[src/hdl/pidff_pkg.sv]
package pidff_pkg;

	localparam int ADDR_W  = 5;
	localparam int DATA_W  = 32;
	localparam int VAL_W   = 32;
	localparam int LIMIT_W = 31;

	typedef enum logic [2:0] {
		REG_KP    = 3'd0,
		REG_KI    = 3'd1,
		REG_KD    = 3'd2,
		REG_LIMIT = 3'd3,
		REG_FF    = 3'd4
	} reg_idx_t;

	typedef struct packed {
		logic signed [VAL_W-1:0]   kp;
		logic signed [VAL_W-1:0]   ki;
		logic signed [VAL_W-1:0]   kd;
		logic        [LIMIT_W-1:0] limit;
		logic signed [VAL_W-1:0]   ff;
	} cfg_t;

endpackage

[src/hdl/pidff_regs.sv]
module pidff_regs (
	input  logic                           clk,
	input  logic                           arst_n,
	input  logic                           psel,
	input  logic                           penable,
	input  logic                           pwrite,
	input  logic [pidff_pkg::ADDR_W-1:0]   paddr,
	input  logic [pidff_pkg::DATA_W-1:0]   pwdata,
	output logic [pidff_pkg::DATA_W-1:0]   prdata,
	output pidff_pkg::cfg_t                cfg
);
	import pidff_pkg::*;

	logic     wr_en;
	reg_idx_t idx;

	assign wr_en = psel && penable && pwrite;
	assign idx   = reg_idx_t'(paddr[ADDR_W-1:2]);

	always_ff @(posedge clk or negedge arst_n) begin
		if (!arst_n) begin
			cfg <= '0;
		end else if (wr_en) begin
			case (idx)
				REG_KP:    cfg.kp    <= pwdata;
				REG_KI:    cfg.ki    <= pwdata;
				REG_KD:    cfg.kd    <= pwdata;
				REG_LIMIT: cfg.limit <= pwdata[LIMIT_W-1:0];
				REG_FF:    cfg.ff    <= pwdata;
				default: ;
			endcase
		end
	end

	always_comb begin
		case (idx)
			REG_KP:    prdata = cfg.kp;
			REG_KI:    prdata = cfg.ki;
			REG_KD:    prdata = cfg.kd;
			REG_LIMIT: prdata = {{(DATA_W-LIMIT_W){1'b0}}, cfg.limit};
			REG_FF:    prdata = cfg.ff;
			default:   prdata = '0;
		endcase
	end

endmodule

[config.mk]
export PLATFORM = sky130hd
export DESIGN_NAME = pidff_regs
export DESIGN_NICKNAME = d
export VERILOG_FILES = /design/src/hdl/pidff_pkg.sv /design/src/hdl/pidff_regs.sv
export SDC_FILE = /design/constraint.sdc
export NUM_CORES = 1
export LEC_CHECK = 0
export ABC_CLOCK_PERIOD_IN_PS = 1700
export BUFFER_PORTS_ARGS = -buffer_cell sky130_fd_sc_hd__buf_2
export CAP_MARGIN = 20
export CORE_AREA = 2 2 130 132
export DETAILED_ROUTE_END_ITERATION = 8
export DIE_AREA = 0 0 132 134
export GPL_ROUTABILITY_DRIVEN = 0
export HOLD_SLACK_MARGIN = 0.06
export PLACE_DENSITY = 0.72
export SYNTH_ARGS = -nofsm -noshare
export SYNTH_HDL_FRONTEND = slang
export SYNTH_SLANG_ARGS = --single-unit
[constraint.sdc]
create_clock -name clk -period 1.7 [get_ports clk]
set_input_delay 0.17 -clock clk [delete_from_list [all_inputs] [get_ports clk]]
set_output_delay 0.17 -clock clk [all_outputs]
set_load 0.03 [all_outputs]
## Word-level counts from Yosys, hierarchy flattened

Index checks and enable logic that the tools add are counted.
Widths: inputs -> output; s select.

- Register bits after elaboration: 159
- Input bits: 42
- Output and inout port bits: 191
- Logic and storage cells: 18

- Equality and inequality tests: 4
- Muxes and demuxes: 1
- Reductions and logical operators: 8

Operator list:

| kind | count |
|---|---|
| $pmux 32 s5 | 1 |
| $reduce_and 2->1 | 5 |
| $eq 3x2->1 const B | 2 |
| $eq 3x1->1 const B | 1 |
| $eq 3x3->1 const B | 1 |
| $logic_not 3->1 | 1 |
| $logic_and 1x1->1 | 2 |

## Longest topological paths before layout

Gate-level depths: netlist of the first run.

- Depth after elaboration: 3
- Depth in mapped cells: 5

## Least setup slack after synthesis of the first run

Ideal clock, no wire load.

- Path type: input -> output
- Start: input port paddr[2] (netlist name)
- End: output port prdata[10] (netlist name)
- Arrival time: 1.718 ns
- Path slack: -0.188 ns
- Stages: 5
- Path buffers: 2
- Path through: buf_2 > nor2b_1 > clkbuf_1 > a22oi_1 > o21ai_0

- Word-level cells in the longest chain between the ends: 2
- Elaborated cells between the ends (all ways): 6
- Classes of those cells: eq/ne (4); mux (1); reduce/logical (1)

RTL lines:

| item | line | text |
|---|---|---|
| start, declared | pidff_regs.sv:7 | `input logic [pidff_pkg::ADDR_W-1:0] paddr,` |
| $eq 3x3->1, or another cell as far along | pidff_regs.sv:36 | `case (idx)` |
| $pmux 32 s5 (*) | pidff_regs.sv:36 |  |
| end, declared | pidff_regs.sv:9 | `output logic [pidff_pkg::DATA_W-1:0] prdata,` |

Mark *: on every way between the ends. The rest lies on a longest branch, timed or not.

## Final worst setup path of the first run

- Start: register cfg[72] (netlist name)
- End: output port prdata[9] (netlist name)

- Word-level cells in the longest chain between the ends: 1

RTL lines:

| item | line | text |
|---|---|---|
| start, declared | pidff_regs.sv:10 | `output pidff_pkg::cfg_t cfg` |
| $pmux 32 s5 | pidff_regs.sv:36 |  |

Every way passes these cells.

==> results of run 1 <==
## report_power, final
group	total, mW	leakage (nW)	internal (mW)	switching, mW
logic	4.83	2.90	1.93	2.90
registers	5.13	2.03	4.53	0.602
clock network	3.55	0.275	2.05	1.50
total	13.5	5.21	8.51	5.00
## layer usage
layer  track usage (%)  part of all wire, %
met2              43.5                   51
met5                 0                0.057
met4              8.64                  1.6
met1              29.8                   39
met3              7.33                  8.0
## metrics by stage
stage / instances / power, mW
finish: 1051 / 13.5
detailed placement: 941 / 9.45
global route: 1050 / 14.0
global placement: 941 / 9.31
CTS: 1016 / 13.2
floorplan: 499 / 7.93
## cell usage after synthesis, types with 3 or more instances
cell type  instances  share of area (%)
dfrtp_1          159                 55
mux2_2           158                 25
o21ai_0           32                2.2
a32oi_1           31                3.8
a22oi_1           30                3.1
mux2_4            30                6.2
clkbuf_1          16               0.83
buf_2             14               0.97
buf_1              3               0.16
buf_4              3               0.31
buf_6              3               0.47
nor2_1             3               0.16
## layout make-up
| type | instances | area (µm²) |
|---|---|---|
| Clock inverter | 8 | 57.6 |
| Fill cell | 1234 | 5990 |
| Inverter | 1 | 3.75 |
| Sequential cell | 159 | 3980 |
| Tap cell | 220 | 275 |
| Clock buffer | 23 | 498 |
| Antenna cell | 1 | 2.50 |
| Timing Repair Buffer | 339 | 2290 |
| Multi-Input combinational cell | 300 | 3200 |
## timing repair
action                                  CTS  global route
endpoints found under the setup margin   10            32
endpoints found under the hold margin   287             0
pin swaps                                 4            13
buffers inserted                         12            34
resized for setup                        10            66
hold buffers                             32             0
## worst min path at each step
stage                          start                    to  slack (ps)  cells past startpoint
after floorplan               arst_n    cfg[0]$_DFFE_PN0P_        -130                      0
after global placement        arst_n  cfg[146]$_DFFE_PN0P_         100                      1
after detailed placement      arst_n  cfg[146]$_DFFE_PN0P_         100                      1
after CTS                 pwdata[18]  cfg[113]$_DFFE_PN0P_          60                      2
after global routing      pwdata[18]   cfg[81]$_DFFE_PN0P_          80                      2
final                     pwdata[18]  cfg[113]$_DFFE_PN0P_          70                      2
## cell families after synthesis
logic type / count (synthesis) / synth area share (%)
DFF: 159 / 55.1
muxes: 190 / 31.2
buffers and inverters: 40 / 2.79
and+or+nand+nor: 15 / 1.58
AOI/OAI and AO/OA: 95 / 9.36
==> flow_summary.toml, run 1 <==
[outcome]
status = "finished with violations"
violations = "negative setup slack"

[logic_synthesis]
yosys_most_used_dff = "dfrtp_1"
yosysWarnings = 0
synth_seq_cells = 159
synth.distinct_cells = 24
syn-num-nets = 541
synth_edf_count = 0
synth_area_um2 = 7220
avgSynthCellArea_um2 = 14.5
async_flop_share_pct = 100
syn_inst = 499
ys_seq_area_share_pct = 55.1

[sta]
hold_viol_final = 0
holdWs_ps = 65.8
drv_slew = 0
setup_viol = 2
timing.slew.headroom_pct = 74.6
fmax_mhz = 585
tns_ps = -14.9
tightest_slew_ps = 381
timing.final.crit_period_ps = 1710
skew_ps = 0
fin_ws_ps = -9.62
min_period_over_period_pct = 101
rsz0062_at_grt = "yes"

[worst_setup_path]
rr_endpoint = "cfg[37]$_DFFE_PN0P_"
crit_path_max_incr_delay_ps = 390
crit_start = "cfg[72]$_DFFE_PN0P_"
setup.worst_path.end = "prdata[9]"
critPathBufInv = 1
start_kind = "flip-flop"
crit_family = "flip-flops"
cp.arrival_ps = 1540
critPathCaptureType = "output port"
reg2reg_setup_slack_ps = 680
worst-path-stages = 4
path_class = "flip-flop to output port"
slowest_stage = "dfrtp_1"
r2r_cells = 3
critPathMaxFanout = 2
worstPathRequired_ps = 1530
rr_startpoint = "cfg[37]$_DFFE_PN0P_"
path_cells = "mux2_4 -> a32oi_1 -> o21ai_1 -> buf_4"

[cts]
htreeDepth = 4
cts_tree = "built"
cts.clk_slew.worst_paths_ps = 60
cts.sinks = 159
clk_path_buf_depth = 2
numCtsBuffers = 17
ctsRootBufferMaster = "clkbuf_16"
clk_latency_ps = 420

[global_route]
gr-total-overflow = 0
antenna_found_initial = 2
track_usage_pct = 25.0
grt_start_max_net_pins = 53
grt_pass1_wl_um = 34400
grt_pass1_vias = 6165

[place]
dp_hpwl_um = 14300
place_ws_ps = 11.1
port_buffers = 230
place_area_um2 = 8890

[routing]
via_per_inst = 5.63
drtIter0Drc = 412
wl_um = 22600
wire_per_inst_um = 21.5
route.vias.total = 5919
ant_nets = 0
drc = 0
dr.pass1.iters = 5

[pwr]
p_leak_nw = 5.21
peakVddDrop_v = 0.000869
power.density_nw_per_um2 = 1310

[flow_run]
drv_cap = 0

[floorplanning]
dieWidth_um = 132
start_util_pct = 44.3
die_h_um = 134
rows = 47
die_area_um2 = 17700
pin_count = 233
coreArea_um2 = 16300

[layout]
layout-drive-gt1-share_pct = 65.3
final_common_cell = "buf_2"
layout_common_cells = "buf_2 (198), dfrtp_1 (159), mux2_2 (145)"
largest_reg_flops = 159
final_area_um2 = 10300
fin_util_pct = 63.2
syn_to_final_growth_pct = 42.6
top_regs = "cfg (159)"
regMostFlops = "cfg"
nNetsFinal = 860

[hold_path]
hold_class = "input pin to flip-flop"
Power figures use the tool's default switching activity.
==> inputs of run 2 (changes only) <==
- ABC_CLOCK_PERIOD_IN_PS: 1700 -> 2000
- clock period: 1.7 -> 2 ns (I/O delays scaled with it)
==> run 2 against run 1 <==
Compared with the run above:
- the run now ends clean
- first-iteration DRC count is 41% lower
- clock skew unchanged
- sequential power decreased by 15%
- final cell count decreased by 6.3%
- clock power decreased by 12%
- register-to-register slack improved by 510 ps
- critical path depth grew 2
- routed wire length decreased by 9.0%
- combinational power fell by 25%
- non-clock buffer count shrank 67
- global-route usage decreased by 1.6 points
- flip-flop and latch count stayed put
==> flow_summary.toml, run 2 (synthesized netlist as in run 1, its figures left out) <==
[cts]
cts.clk_slew.worst_paths_ps = 60
htreeDepth = 4
cts.repair.resized = 0
clk_latency_ps = 410
numCtsBuffers = 17
ctsRootBufferMaster = "clkbuf_16"
cts_tree = "built"
cts.sinks = 159
post_cts_buffers = 0
clk_path_buf_depth = 2

[routing]
wl_um = 20600
drtIter0Drc = 243
drc = 0
wire_per_inst_um = 20.9
route.vias.total = 5571
via_per_inst = 5.66
dr.pass1.iters = 5
ant_nets = 0

[floorplanning]
coreArea_um2 = 16300
rows = 47
dieWidth_um = 132
die_area_um2 = 17700
die_h_um = 134
pin_count = 233
start_util_pct = 44.3

[place]
place_area_um2 = 8850
dp_hpwl_um = 14200
port_buffers = 230

[global_route]
grt_pass1_wl_um = 32500
gr-total-overflow = 0
met2_usage_pct = 38.6
antenna_found_initial = 1
grt_pass1_vias = 5937
track_usage_pct = 23.5
grt.busiest_layer = "met2"
met3_usage_pct = 6.84
met1_usage_pct = 29.7
grt_start_max_net_pins = 66

[sta]
holdWs_ps = 79.8
setup_viol = 0
rsz0062_at_grt = "no"
min_period_over_period_pct = 94.8
skew_ps = 0
drv_slew = 0
timing.final.crit_period_ps = 1900
tns_ps = 0
hold_viol_final = 0
timing.slew.headroom_pct = 68.1
tightest_slew_ps = 479
fmax_mhz = 527

[worst_setup_path]
slowest_stage = "mux2_2"
path_class = "input pin to output port"
path_cells = "buf_2 -> buf_4 -> mux2_2 -> a32oi_1 -> o21ai_0 -> buf_2"
start_kind = "input pin"
critPathCaptureType = "output port"
crit_family = "buffers and inverters"
worstPathRequired_ps = 1800
cp.arrival_ps = 1700
cpMostUsedCell = "buf_2"
critPathMaxFanout = 14
critPathBufInv = 3
crit_path_max_incr_delay_ps = 360

[pwr]
p_seq_share_pct = 39.3
peakVddDrop_v = 0.000613
power_mw = 11.1
p_leak_nw = 4.79
p_comb_share_pct = 32.5
p_int_mw = 7.01
power.density_nw_per_um2 = 1160
sw_frac_of_total_pct = 36.9
p_switching_mw = 4.10
clkPwrFrac_pct = 28.1

[layout]
fin_util_pct = 58.8
nNetsFinal = 793
largest_reg_flops = 159
regMostFlops = "cfg"
final_common_cell = "buf_2"
layout_common_cells = "buf_2 (229), dfrtp_1 (159), mux2_2 (158)"
syn_to_final_growth_pct = 32.7
top_regs = "cfg (159)"
final_area_um2 = 9580
layout-drive-gt1-share_pct = 63.1

[hold_path]
hold_class = "input pin to flip-flop"

[flow_run]
drv_cap = 0

[outcome]
status = "completed"
## run 2: cell types whose count changed in the layout (fill, tap and decap cells not counted), sizes merged
cell / change
clkinv: -1
clkbuf: -2
bufinv: +2
dlygate4sd3: -16
clkinvlp: +2
buf: -51
## run 2: power groups by stage
stage	clock network (mW)	registers, mW	logic [mW]
CTS	3.18	4.35	3.63
global placement	0	4.35	3.53
finish	3.12	4.37	3.61
detailed placement	0	4.40	3.60
floorplan	0	5.58	1.15
global route	3.34	4.44	3.79
## run 2: metrics by stage
| step | cells | setup slack [ps] |
|---|---|---|
| 3_5_place_dp | 936 | 158 |
| 4_1_cts | 984 | 149 |
| 5_1_grt | 984 | 51.6 |
| 2_1_floorplan | 499 | 51.9 |
| 3_3_place_gp | 936 | 176 |
| 6_report | 985 | 104 |
## run 2: path summary, 6_finish.rpt
path                                       from                   end  slack [ps]  cells past startpoint
setup / recovery                       paddr[2]            prdata[28]         100                      6
hold / removal                       pwdata[30]  cfg[157]$_DFFE_PN0P_          80                      2
setup reg to reg           cfg[124]$_DFFE_PN0P_  cfg[124]$_DFFE_PN0P_        1190                      1
min in group asynchronous                arst_n  cfg[116]$_DFFE_PN0P_         280                      2
max in group asynchronous                arst_n  cfg[105]$_DFFE_PN0P_         990                      3
hold reg to reg            cfg[115]$_DFFE_PN0P_  cfg[115]$_DFFE_PN0P_         530                      1
## run 2: metal layers
layer	part of all wire [%]	up-vias
met5	0	-
met4	1.6	0
met3	7.3	29
met2	49	254
met1	42	2886
li1	-	2402
## run 2: area by class of cell
| class | count | area, µm² |
|---|---|---|
| Fill cell | 1342 | 6710 |
| Sequential cell | 159 | 3980 |
| Multi-Input combinational cell | 300 | 3090 |
| Timing Repair Buffer | 272 | 1660 |
| Clock buffer | 21 | 450 |
| Tap cell | 220 | 275 |
| Clock inverter | 11 | 116 |
| Inverter | 1 | 3.75 |
| Antenna cell | 1 | 2.50 |
## run 2: what timing repair did
action | 4_1_cts | 5_1_grt
hold endpoints to repair | 74 | 0
endpoints found under the setup margin | 0 | 0
hold buffers | 16 | 0
